## src/rtl/slfc_pkg.sv

```systemverilog
// Shared constants and types for the start/length frame commit block.
`timescale 1ns / 1ps

package slfc_pkg;

  // Field widths fixed by the storage interface.
  localparam int DATA_W = 8;
  localparam int ADDR_W = 5;

  // Frame framing bytes.
  localparam logic [DATA_W-1:0] START_BYTE = 8'hAA;
  localparam logic [DATA_W-1:0] MAGIC_BYTE = 8'hA5;

  // Storage map: magic word, length word, then payload bytes.
  localparam logic [ADDR_W-1:0] ADDR_MAGIC        = 5'd0;
  localparam logic [ADDR_W-1:0] ADDR_LENGTH       = 5'd1;
  localparam int                ADDR_PAYLOAD_BASE = 2;

  // Per-cycle control type used by every cell of the payload chain.
  typedef struct packed {
    logic shift;  // move every byte one cell toward the head
    logic load;   // capture the incoming received byte
  } cell_ctl_t;

endpackage

```

## src/rtl/start_length_frame_commit.sv

```systemverilog
// The last payload byte starts the write run; the first storage word is then registered.
// Throughput: one received byte per cycle while parsing; a frame of L bytes then emits
// L+2 words at one per cycle while wr_stall is low, paced by the payload chain shift.
// The receive side is stalled for the whole write run.
// Reset (synchronous, active high) returns the parser to idle and empties the output word.
`timescale 1ns / 1ps

module start_length_frame_commit #(
  parameter int MAX_PAYLOAD = 30
) (
  input  logic                                clk,
  input  logic                                rst,
  input  logic                                rx_valid,
  output logic                                rx_stall,
  input  logic [slfc_pkg::DATA_W-1:0]         rx_byte,
  output logic                                wr_valid,
  input  logic                                wr_stall,
  output logic [slfc_pkg::ADDR_W-1:0]         write_address,
  output logic [slfc_pkg::DATA_W-1:0]         write_data,
  output logic                                commit_last
);

  localparam int CW = $clog2(MAX_PAYLOAD + 1);
  localparam int IW = $clog2(MAX_PAYLOAD + 2);

  localparam logic [1:0] PH_IDLE    = 2'd0;
  localparam logic [1:0] PH_LENGTH  = 2'd1;
  localparam logic [1:0] PH_COLLECT = 2'd2;
  localparam logic [1:0] PH_EMIT    = 2'd3;

  logic [1:0]                    phase;
  logic [CW-1:0]                 count;
  logic [CW-1:0]                 fill;
  logic [IW-1:0]                 emit_idx;
  logic                          rx_acc;
  logic                          out_free;
  logic                          step;
  logic                          emit_payload;
  logic                          emit_length;
  logic                          len_ok;
  logic [slfc_pkg::DATA_W-1:0]   chain_q [MAX_PAYLOAD];

  // The receive side is held off only while the write run is going out.
  assign rx_stall = (phase == PH_EMIT);
  assign rx_acc   = rx_valid && !rx_stall;

  // The output word may be refilled when empty or being taken this cycle.
  assign out_free     = !wr_valid || !wr_stall;
  assign step         = (phase == PH_EMIT) && out_free;
  assign emit_payload = (emit_idx < IW'(count));
  assign emit_length  = (emit_idx == IW'(count));

  assign len_ok = (rx_byte != '0) && (rx_byte <= slfc_pkg::DATA_W'(MAX_PAYLOAD));

  // Payload cell chain: cell i is filled by payload byte i, the run drains cell 0.
  for (genvar i = 0; i < MAX_PAYLOAD; i++) begin : g_cell
    slfc_pkg::cell_ctl_t           ctl;
    logic [slfc_pkg::DATA_W-1:0]   nbr;

    assign ctl.shift = step && emit_payload;
    assign ctl.load  = rx_acc && (phase == PH_COLLECT) && (fill == CW'(i));

    if (i == MAX_PAYLOAD - 1) begin : g_tail
      assign nbr = '0;
    end else begin : g_body
      assign nbr = chain_q[i+1];
    end

    slfc_cell u_cell (
      .clk (clk),
      .ctl (ctl),
      .din (rx_byte),
      .nbr (nbr),
      .q   (chain_q[i])
    );
  end

  // Frame parser and write run sequencer.
  always_ff @(posedge clk) begin
    if (rst) begin
      phase    <= PH_IDLE;
      count    <= '0;
      fill     <= '0;
      emit_idx <= '0;
    end else begin
      unique case (phase)
        PH_IDLE: begin
          if (rx_acc && (rx_byte == slfc_pkg::START_BYTE)) begin
            phase <= PH_LENGTH;
          end
        end
        PH_LENGTH: begin
          if (rx_acc) begin
            if (len_ok) begin
              count <= CW'(rx_byte);
              fill  <= '0;
              phase <= PH_COLLECT;
            end else begin
              phase <= PH_IDLE;
            end
          end
        end
        PH_COLLECT: begin
          if (rx_acc) begin
            fill <= fill + 1'b1;
            if (fill == count - 1'b1) begin
              emit_idx <= '0;
              phase    <= PH_EMIT;
            end
          end
        end
        PH_EMIT: begin
          if (step) begin
            emit_idx <= emit_idx + 1'b1;
            if (!emit_payload && !emit_length) begin
              phase <= PH_IDLE;
            end
          end
        end
        default: begin
          phase <= PH_IDLE;
        end
      endcase
    end
  end

  // Output word valid flag.
  always_ff @(posedge clk) begin
    if (rst) begin
      wr_valid <= 1'b0;
    end else if (out_free) begin
      wr_valid <= step;
    end
  end

  // Output word payload: payload bytes, then the length, then the committing magic word.
  always_ff @(posedge clk) begin
    if (step) begin
      if (emit_payload) begin
        write_address <= slfc_pkg::ADDR_W'(32'(emit_idx) + slfc_pkg::ADDR_PAYLOAD_BASE);
        write_data    <= chain_q[0];
        commit_last   <= 1'b0;
      end else if (emit_length) begin
        write_address <= slfc_pkg::ADDR_LENGTH;
        write_data    <= slfc_pkg::DATA_W'(count);
        commit_last   <= 1'b0;
      end else begin
        write_address <= slfc_pkg::ADDR_MAGIC;
        write_data    <= slfc_pkg::MAGIC_BYTE;
        commit_last   <= 1'b1;
      end
    end
  end

  // A commit word always carries the magic value at the magic address.
  a_commit_magic: assert property (@(posedge clk) disable iff (rst)
    wr_valid && commit_last |->
      (write_address == slfc_pkg::ADDR_MAGIC) && (write_data == slfc_pkg::MAGIC_BYTE))
    else $error("commit word without magic value");

  // While collecting, the length is legal and the fill position stays below it.
  a_collect_range: assert property (@(posedge clk) disable iff (rst)
    (phase == PH_COLLECT) |->
      (count != '0) && (32'(count) <= MAX_PAYLOAD) && (fill < count))
    else $error("collection state out of range");

  // The write run never goes past the magic word.
  a_emit_bound: assert property (@(posedge clk) disable iff (rst)
    (phase == PH_EMIT) |-> (32'(emit_idx) <= 32'(count) + 1))
    else $error("write run index past the end of the frame");

  // Leaving the write run coincides with loading the commit word.
  a_emit_exit: assert property (@(posedge clk) disable iff (rst)
    (phase == PH_EMIT) && step && !emit_payload && !emit_length |=>
      (phase == PH_IDLE) && wr_valid && commit_last)
    else $error("write run ended without a commit word");

endmodule

```

## src/rtl/slfc_cell.sv

```systemverilog
// One byte cell of the payload chain: loads a received byte or takes its neighbor's byte.
`timescale 1ns / 1ps

module slfc_cell (
  input  logic                          clk,
  input  slfc_pkg::cell_ctl_t           ctl,
  input  logic [slfc_pkg::DATA_W-1:0]   din,
  input  logic [slfc_pkg::DATA_W-1:0]   nbr,
  output logic [slfc_pkg::DATA_W-1:0]   q
);

  // Shifting during the write run wins; loading only happens while collecting.
  always_ff @(posedge clk) begin
    if (ctl.shift) begin
      q <= nbr;
    end else if (ctl.load) begin
      q <= din;
    end
  end

endmodule

```

## config.mk

```make
export PLATFORM = sky130hd
export DESIGN_NAME = start_length_frame_commit
export DESIGN_NICKNAME = d
export VERILOG_FILES = /design/src/rtl/slfc_pkg.sv /design/src/rtl/start_length_frame_commit.sv /design/src/rtl/slfc_cell.sv
export SDC_FILE = /design/constraint.sdc
export NUM_CORES = 1
export LEC_CHECK = 0
export BUFFER_PORTS_ARGS = -buffer_cell sky130_fd_sc_hd__buf_2
export CORE_MARGIN = 3
export CORE_UTILIZATION = 50
export DETAILED_ROUTE_END_ITERATION = 12
export PLACE_DENSITY = 0.66
export SLEW_MARGIN = 0
export SYNTH_ARGS = -nofsm -noshare
export SYNTH_HDL_FRONTEND = slang
export SYNTH_HIERARCHICAL = 1
export SYNTH_SLANG_ARGS = --single-unit
```

## constraint.sdc

```tcl
create_clock -name clk -period 4.2 [get_ports clk]
set_input_delay 1.05 -clock clk [delete_from_list [all_inputs] [get_ports clk]]
set_output_delay 1.05 -clock clk [all_outputs]
set_load 0.03 [all_outputs]
```

### Yosys cells after proc, flatten, opt, wreduce, memory -nomap -nowiden

Cells that the tools add are included.

| word-level totals | value |
|---|---|
| bits in registers | 272 |
| input bits | 12 |
| word-level logic and storage cells | 246 |

| operators by class | value |
|---|---|
| add/subtract/negate cells | 4 |
| magnitude comparators | 2 |
| equality and inequality tests | 42 |
| muxes and demuxes | 79 |
| reduce and logical (&&, ||, !) cells | 81 |

Operators by type and width:

| kind | number |
|---|---|
| $mux W8 | 60 |
| $eq A5 B5 Y1 const B | 14 |
| $reduce_bool A2 Y1 | 31 |
| $eq A5 B4 Y1 const B | 8 |
| $logic_and A1 B1 Y1 | 37 |
| $mux W5 | 7 |
| $eq A5 B3 Y1 const B | 4 |
| $pmux W5 S2 | 2 |
| $mux W2 | 7 |
| $add A5 B1 Y5 const B | 2 |
| $eq A5 B2 Y1 const B | 2 |
| $eq A5 B5 Y1 | 2 |
| $eq A8 B8 Y1 const B | 1 |
| $le A8 B5 Y1 const B | 1 |
| $ne A2 B2 Y1 const B | 4 |
| $pmux W2 S4 | 1 |
| $reduce_and A4 Y1 | 2 |
| $reduce_bool A8 Y1 | 1 |
| $ne A2 B1 Y1 const B | 3 |
| $reduce_and A6 Y1 | 1 |
| $add A5 B2 Y5 const B | 1 |
| $eq A5 B1 Y1 const B | 1 |
| $logic_not A1 Y1 | 5 |
| $logic_not A5 Y1 | 1 |
| 8 further kinds | 10 |

### Depth between registers and ports, before layout

Gate-level depths: netlist (run 1).

| logic depth | value |
|---|---|
| depth after elaboration | 7 |
| gate-level depth with buffers | 8 |

### Cells and area by module

The synthesis (run 1) kept the hierarchy.

Modules (own cells, without submodules):

| module | instances | cells each | area each (um^2) | seq. area each (um^2) |
|---|---|---|---|---|
| slfc_cell | 30 | 18 | 377.9 | 240.2 |
| start_length_frame_commit | 1 | 225 | 1,991.9 | 780.7 |

### Worst setup path before layout (run 1)

No wires, ideal clock.

| timing | value |
|---|---|
| path type | input -> register |
| start point | in wr_stall |
| end point | reg g_cell[7].u_cell/q[0] (netlist name), enable pin |
| library setup time | 0.330 ns |
| data arrival time | 3.376 ns |
| setup slack | 0.495 ns |
| cell stages on the path | 4 |
| path through | a21oi_2 and3_1 buf_6 or2_1 |

RTL lines:

| element | RTL line | text |
|---|---|---|
| start, declared | start_length_frame_commit.sv:17 | `input logic wr_stall,` |
| end signal, assigned | slfc_cell.sv:15 | `q <= nbr;` |
| end signal, assigned | slfc_cell.sv:17 | `q <= din;` |
| end, declared | slfc_cell.sv:9 | `output logic [slfc_pkg::DATA_W-1:0] q` |

==> metrics.cfg, run 1 <==
[status]
status = finished, final reports clean

[final_layout]
fin_cells = 1174
final_util = 0.561
layout-drive-gt1-share = 0.398
stdcell_area_um2 = 14700
area_growth_pct = 10.0
multi_input_area_um2 = 4960
fillers = 2013
antenna_cells = 0
nets = 841
regArea_um2 = 7990

[sta]
setup_violations = 0
period_minus_slack_ns = 3.15
fmax_mhz = 317
worstMarginPinSlew_ns = 0.626
setup_ws_ns = 1.05
whs_ns = 0.528
max_slew_margin = 0.582
setup_tns_ns = 0
hold_viol = 0
grt_setup_unrepaired = false
skew_ns = 0.0140
fin_crit_sh = 0.751
finalMaxSlewViolations = 0

[worst_setup_path]
end_kind = flop
r2r_end = g_cell[23].u_cell/q[4]
r2r_setup_slack_ns = 1.05
timing.rr.start = count[4]
startpoint = count[4]
crit_fanout = 29
cp.arrival_ns = 3.44
cp.required_ns = 4.48
crit_type = flop to flop
setup.worst_path.start_class = flop
r2r_cells = 8

[logic_synthesis]
netlist_instances = 765
synthArstFlopShare = 0
ys_types = 43
synth_top_family_by_area = multiplexers
ys_seq_area_frac = 0.599
yosys_register_bits = 272
synth-compound-area-share = 0.0194
synth_top_area_frac = 0.572
synth_area_um2 = 13300
ys_warn_count = 6
muxShareOfSynthArea = 0.273
synthXorXnorAreaFrac = 0.00657
yosysTopAreaCell = edfxtp_1
yosys-top-cells-area = edfxtp_1 57%, mux2_4 27%, dfxtp_1 2.7%
synth_edf_count = 254
yosys.area_share.simple = 0.0589
synth_fa_ha_area_frac = 0.0122
synthFlopType = edfxtp_1
synth.avg_cell_area_um2 = 17.4
synth_common_cells = 254 x edfxtp_1, 240 x mux2_4, 31 x nor2_1
synth_most_common_cell = edfxtp_1

[clocking]
htreeDepth = 1
clk_latency_ns = 0.54
cts_sinks = 272
root_buffer = clkbuf_16
numCtsBuffers = 29
clk_path_buf_depth = 3
post_cts_buffers = 0
cts.repair.resized = 0
clkTransAtPathRegs_ns = 0.06
cts_tree = built
holdBufCountCts = 0

[power_and_ir_drop]
total_power_mw = 5.46
power_density_nw_per_um2 = 372
p_leak_nw = 5.32
peakVddDrop_mv = 0.287

[floorplanning]
row_count = 59
io_pins = 28
die_h_um = 169
coreArea_um2 = 26100
dieArea_um2 = 28700
die_x_um = 169
initial_utilization = 0.510

[global_route]
grt_pass1_wl_um = 38000
grt_use_total = 0.167
grt_max_degree = 41
antenna_found_initial = 1
grt_overflow = 0
grt_pass1_vias = 6704

[route]
drc = 0
wl_met1_um = 11600
drt_iter0_drc = 745
wl_met3_um = 1270
highest_layer = met4
wl_met2_um = 10400
wire_per_inst_um = 20.2
vias_per_cell = 5.53
ant_nets = 0
vias = 6494
drt_first_pass_iters = 5
wirelength_um = 23700

[place]
dpl_worst_slack_ns = 0.890
dpl_cell_area_um2 = 13800
portBuffers = 27
dp_cells = 1120
gp_congestion = 0.832
hpwl_um = 14700

[run]
maxCapViolCount = 0

[worst_hold_path]
holdCritPathClass = flop to flop
holdPathEnd = count[1]
worst_hold_path.num_cells = 2
min_from = count[1]

[logic make-up after synthesis]
family | count (synthesis)
flops | 272
mux | 243
simple gates | 144
buf+inv | 48
compound gates | 34
fa+ha+maj | 13
xor+xnor | 10
other cells | 1
[routing by layer]
layer / global-route usage / up-vias
met4: 0.0309 / 0
li1: - / 2990
met5: 0 / -
met1: 0.259 / 3318
met3: 0.0280 / 28
met2: 0.251 / 158
[placed cells by master, fill, tap and decap left out, types with 3 or more instances in the layout]
master | netlist | routed
buf_12 | 0 | 9
a21oi_1 | 9 | 9
and3_1 | 8 | 7
clkbuf_16 | 0 | 29
o21a_1 | 3 | 3
mux2i_1 | 3 | 3
nand2_1 | 24 | 24
edfxtp_1 | 254 | 254
clkinv_1 | 0 | 11
mux2_4 | 240 | 240
inv_1 | 12 | 12
ha_1 | 13 | 13
buf_4 | 1 | 13
dfxtp_1 | 18 | 18
a211oi_1 | 3 | 3
nand2b_1 | 5 | 5
xor2_1 | 6 | 6
clkbuf_1 | 5 | 7
nand3_1 | 14 | 14
o21ai_1 | 4 | 4
or2_1 | 30 | 30
and2_1 | 15 | 15
xnor2_1 | 4 | 4
a31oi_1 | 4 | 4
conb_1 | 1 | 8
buf_2 | 0 | 27
nor3_1 | 6 | 6
nor2_1 | 31 | 31
clkinv_2 | 0 | 5
[power breakdown]
group          total, mW  internal (mW)  switching [mW]  leakage [nW]
registers           2.96           2.96       0.0000774          2.41
logic              0.254          0.156          0.0978          2.49
clock network       2.25           1.26           0.984         0.411
total               5.46           4.38            1.08          5.32
[registers in the layout (all words and copies together), names as in the netlist, named ones only]
register,cells
write_data,8
g_cell.u_cell/q,240
wr_valid,1
fill,5
emit_idx,5
phase,1
commit_last,1
count,5
write_address,5
[worst max-delay path, stage by stage (launching register included)]
cell and delay (ns):
dfxtp_1 0.46, inv_1 0.08, ha_1 0.32, and3_1 0.20, o21ai_1 0.30, and3_4 0.64
buf_12 0.29, buf_12 0.25, mux2_4 0.32
[worst max-delay path by stage]
stage,end,slack [ns],cells after the start
after floorplan,g_cell[7].u_cell/q[0],0.49,4
after CTS,g_cell[23].u_cell/q[4],1.10,8
after detailed placement,g_cell[23].u_cell/q[4],0.89,7
final,g_cell[23].u_cell/q[4],1.05,8
after global placement,g_cell[25].u_cell/q[0],0.96,7
after global routing,g_cell[23].u_cell/q[4],0.91,8
[layout make-up]
type / instances / area share
inverter: 12 / 0.00307
timing repair buffer: 49 / 0.0282
clock buffer: 36 / 0.0513
clock inverter: 18 / 0.00572
sequential: 272 / 0.545
tap: 335 / 0.0286
multi-input combinational: 452 / 0.338
Power figures use the tool's default switching activity.
==> run 2, diff against run 1 <==
Settings changed: PLACE_DENSITY 0.66 to 0.68.
Clock period 4.2 ns to 2.75 ns, I/O delays scaled along.
==> run 2 against run 1 <==
Compared with the run above:
- via count is 0.54% higher
- power is 59% higher
- sequential cell count stayed put
- worst setup slack worse by 0.91 ns
- utilization is 0.61 points higher
- die area stayed put
- critical endpoint is now g_cell[12].u_cell/q[6]
- largest cell class unchanged
==> metrics.cfg, run 2 (synthesis results as in run 1) <==
[status]
status = finished, final reports clean

[worst_setup_path]
cp.required_ns = 2.94
cp.arrival_ns = 2.80
r2r_setup_slack_ns = 0.14
setup.worst_path.start_class = flop
r2r_end = g_cell[12].u_cell/q[6]
timing.rr.start = emit_idx[3]
r2r_cells = 7
crit_fanout = 26
end_kind = flop
crit_type = flop to flop

[final_layout]
fillers = 2023
nets = 850
area_growth_pct = 11.2
antenna_cells = 0
layout-drive-gt1-share = 0.416
final_common_cell = edfxtp_1
largest_register_ff_count = 240
reg_top3 = g_cell.u_cell/q (240), write_data (8)
top_register = g_cell.u_cell/q
final_cell_mix = 254 x edfxtp_1, 240 x mux2_4, 31 x nor2_1

[worst_hold_path]
holdCritPathClass = input pin to flop
min_from = rx_byte[1]
worst_hold_path.num_cells = 3
holdPathEnd = count[1]

[floorplanning]
dieArea_um2 = 28700
io_pins = 28
initial_utilization = 0.510
coreArea_um2 = 26100
row_count = 59
die_h_um = 169
die_x_um = 169

[place]
hpwl_um = 14800
gp_congestion = 0.818
dpl_worst_slack_ns = 0.190
portBuffers = 27

[sta]
skew_ns = 0.0132
setup_violations = 0
finalMaxSlewViolations = 0
setup_tns_ns = 0
grt_setup_unrepaired = false
worstMarginPinSlew_ns = 0.647
fin_crit_sh = 0.950
hold_viol = 0
fmax_mhz = 383
whs_ns = 0.473
period_minus_slack_ns = 2.61
max_slew_margin = 0.568
setup_ws_ns = 0.138

[clocking]
numCtsBuffers = 29
cts_sinks = 272
root_buffer = clkbuf_16
cts_tree = built
cts.repair.resized = 0
htreeDepth = 1
post_cts_buffers = 0
clk_latency_ns = 0.54
clkTransAtPathRegs_ns = 0.06
clk_path_buf_depth = 3
holdBufCountCts = 0

[power_and_ir_drop]
peakVddDrop_mv = 0.485
total_power_mw = 8.70
p_leak_nw = 5.41
power_density_nw_per_um2 = 587

[route]
drt_first_pass_iters = 5
drt_iter0_drc = 528
drc = 0
wirelength_um = 24200
wl_met1_um = 11600
ant_nets = 0
highest_layer = met5
wl_met3_um = 1210
vias = 6529
wl_met2_um = 11000
vias_per_cell = 5.52
wire_per_inst_um = 20.5

[run]
maxCapViolCount = 0

[global_route]
grt_pass1_wl_um = 38100
grt_pass1_vias = 6669
grt_max_degree = 40
grt_use_total = 0.168
grt_overflow = 0
antenna_found_initial = 1

[run 2: worst max path at each step]
stage,startpoint,end,slack [ns],depth (start not counted)
CTS,count[1],g_cell[12].u_cell/q[6],0.15,8
finish,emit_idx[3],g_cell[12].u_cell/q[6],0.14,7
global route,count[1],g_cell[12].u_cell/q[5],0.002,8
detailed placement,count[1],g_cell[12].u_cell/q[0],0.19,8
global placement,emit_idx[3],g_cell[12].u_cell/q[0],0.25,7
floorplan,wr_stall,g_cell[7].u_cell/q[0],0.05,4
[run 2: stage by stage]
stage / area [um^2] / util / cells
2_1_floorplan: 13400 / - / 772
3_3_place_gp: 13900 / 0.531 / 1129
3_5_place_dp: 13900 / 0.531 / 1129
5_1_grt: 14800 / 0.567 / 1183
6_report: 14800 / 0.567 / 1183
4_1_cts: 14800 / 0.567 / 1183
[run 2: worst max-delay path, cell delays in order (launching register included)]
cell	delay, ns
dfxtp_1	0.46
ha_1	0.30
a21o_1	0.19
a21oi_1	0.19
and3_4	0.28
buf_12	0.22
buf_12	0.21
or2_1	0.40
[run 2: power by group]
| group | internal [mW] | switching, mW | total, mW |
|---|---|---|---|
| Combinational | 0.240 | 0.152 | 0.392 |
| Sequential | 4.51 | 0.0000997 | 4.51 |
| Clock | 2.23 | 1.56 | 3.79 |
[run 2: cell type report]
class / count / area, um^2 / area share
Clock buffer: 37 / 796 / 0.0537
Clock inverter: 17 / 144 / 0.00971
Inverter: 12 / 45.0 / 0.00304
Multi-Input combinational cell: 452 / 4960 / 0.335
Sequential cell: 272 / 7990 / 0.539
Tap cell: 335 / 419 / 0.0283
Timing Repair Buffer: 58 / 468 / 0.0316
[run 2: layer usage]
metal	track usage	up-vias
li1	-	3004
met1	0.253	3332
met2	0.260	158
met3	0.0294	33
met4	0.0306	2
met5	0	-
==> run 3, diff against run 2 <==
Settings changed: CAP_MARGIN set to 20, REMOVE_ABC_BUFFERS set to 1.
==> run 3 against run 2 <==
Compared with the run above:
- utilization decreased by 0.39 points
- hold slack improved by 0.015 ns
- critical path depth down 1
- largest cell class unchanged
==> metrics.cfg, run 3 (synthesis results as in run 1) <==
[status]
status = finished, final reports clean

[sta]
whs_ns = 0.488
fmax_mhz = 389
period_minus_slack_ns = 2.57
setup_tns_ns = 0
setup_ws_ns = 0.182
hold_viol = 0
max_slew_margin = 0.567
fin_crit_sh = 0.934
setup_violations = 0
finalMaxSlewViolations = 0
grt_setup_unrepaired = false
skew_ns = 0.0143
worstMarginPinSlew_ns = 0.649

[floorplanning]
initial_utilization = 0.510
dieArea_um2 = 28700
row_count = 59
die_x_um = 169
io_pins = 28
die_h_um = 169
coreArea_um2 = 26100

[route]
drt_iter0_drc = 569
vias_per_cell = 5.56
wirelength_um = 24000
wire_per_inst_um = 20.4
drt_first_pass_iters = 5
vias = 6553
ant_nets = 0
drc = 0

[clocking]
clk_latency_ns = 0.53
cts_tree = built
htreeDepth = 1
root_buffer = clkbuf_16
post_cts_buffers = 0
cts_sinks = 272
cts.repair.resized = 0
holdBufCountCts = 0
clkTransAtPathRegs_ns = 0.06
numCtsBuffers = 28
clk_path_buf_depth = 3

[final_layout]
final_common_cell = edfxtp_1
fin_cells = 1179
final_cell_mix = 254 x edfxtp_1, 240 x mux2_4, 31 x nor2_1
reg_top3 = g_cell.u_cell/q (240), write_data (8)
nets = 851
layout-drive-gt1-share = 0.410
antenna_cells = 0
largest_register_ff_count = 240
area_growth_pct = 10.4
final_util = 0.563
stdcell_area_um2 = 14700
top_register = g_cell.u_cell/q
fillers = 2021

[power_and_ir_drop]
power_density_nw_per_um2 = 565
total_power_mw = 8.32
peakVddDrop_mv = 0.499
p_leak_nw = 5.36

[worst_hold_path]
worst_hold_path.num_cells = 3
holdCritPathClass = input pin to flop

[worst_setup_path]
crit_fanout = 22
r2r_cells = 6
critical-path-max-stage-delay_ns = 0.48
cp.depth = 6
setup.worst_path.start_class = flop
path_cells = ha_1 -> a21o_1 -> a21oi_1 -> and3_4 -> buf_4 -> or2_1
path_delay_family = simple AND/OR/NAND/NOR gates
end_kind = flop
cp_slowest_cell = dfxtp_1
cp.required_ns = 2.93
crit_type = flop to flop
path_buf_inv = 1
cp.arrival_ns = 2.75

[global_route]
grt_overflow = 0
grt_pass1_vias = 6756
grt_use_total = 0.169
antenna_found_initial = 0
grt_max_degree = 32
grt_pass1_wl_um = 38500

[place]
portBuffers = 27
dp_cells = 1131
gp_congestion = 0.811
hpwl_um = 14900
dpl_worst_slack_ns = 0.223
dpl_cell_area_um2 = 13900

[run]
maxCapViolCount = 0

-- run 3: cell count changes in the layout (fill, tap and decap cells not counted), sizes merged --
cell	delta
inv	-2
bufinv	-2
clkinv	-1
clkbuf	-1
buf	+2
-- run 3: path summary, 6_finish.rpt --
kind / start / endpoint / slack [ns]
worst min-delay path: wr_stall / wr_valid / 0.49
worst max-delay path: emit_idx[3] / g_cell[28].u_cell/q[6] / 0.18
worst min register to register: count[1] / count[1] / 0.53
worst max register to register: emit_idx[3] / g_cell[28].u_cell/q[6] / 0.18
-- run 3: cell type report --
| cell class | count | area, um^2 | share of cell area |
|---|---|---|---|
| flip-flops and latches | 272 | 7990 | 0.543 |
| multi-input cells | 452 | 4960 | 0.337 |
| clock buffers | 36 | 752 | 0.0511 |
| repair buffers | 60 | 495 | 0.0337 |
| well taps | 335 | 419 | 0.0285 |
| clock inverters | 12 | 57.6 | 0.00391 |
| inverters | 12 | 45.0 | 0.00306 |
-- run 3: report_power, final --
group / switching [mW] / total [mW] / internal, mW / leakage, nW
clock network: 1.50 / 3.42 / 1.91 / 0.399
logic: 0.151 / 0.390 / 0.239 / 2.55
registers: 0.000105 / 4.51 / 4.51 / 2.41
total: 1.66 / 8.32 / 6.66 / 5.36
-- run 3: routing by layer --
| metal | global-route usage | share of wire | vias up |
|---|---|---|---|
| met5 | 0 | 0 | - |
| met4 | 0.0327 | 0.017 | 0 |
| met3 | 0.0340 | 0.056 | 30 |
| met2 | 0.259 | 0.44 | 179 |
| met1 | 0.253 | 0.49 | 3338 |
| li1 | - | - | 3006 |
-- run 3: worst reg2reg max path, cell delays in order, from the launching register on --
cell and delay [ns]:
dfxtp_1 0.48, ha_1 0.31, a21o_1 0.18, a21oi_1 0.20, and3_4 0.30, buf_4 0.30
or2_1 0.44
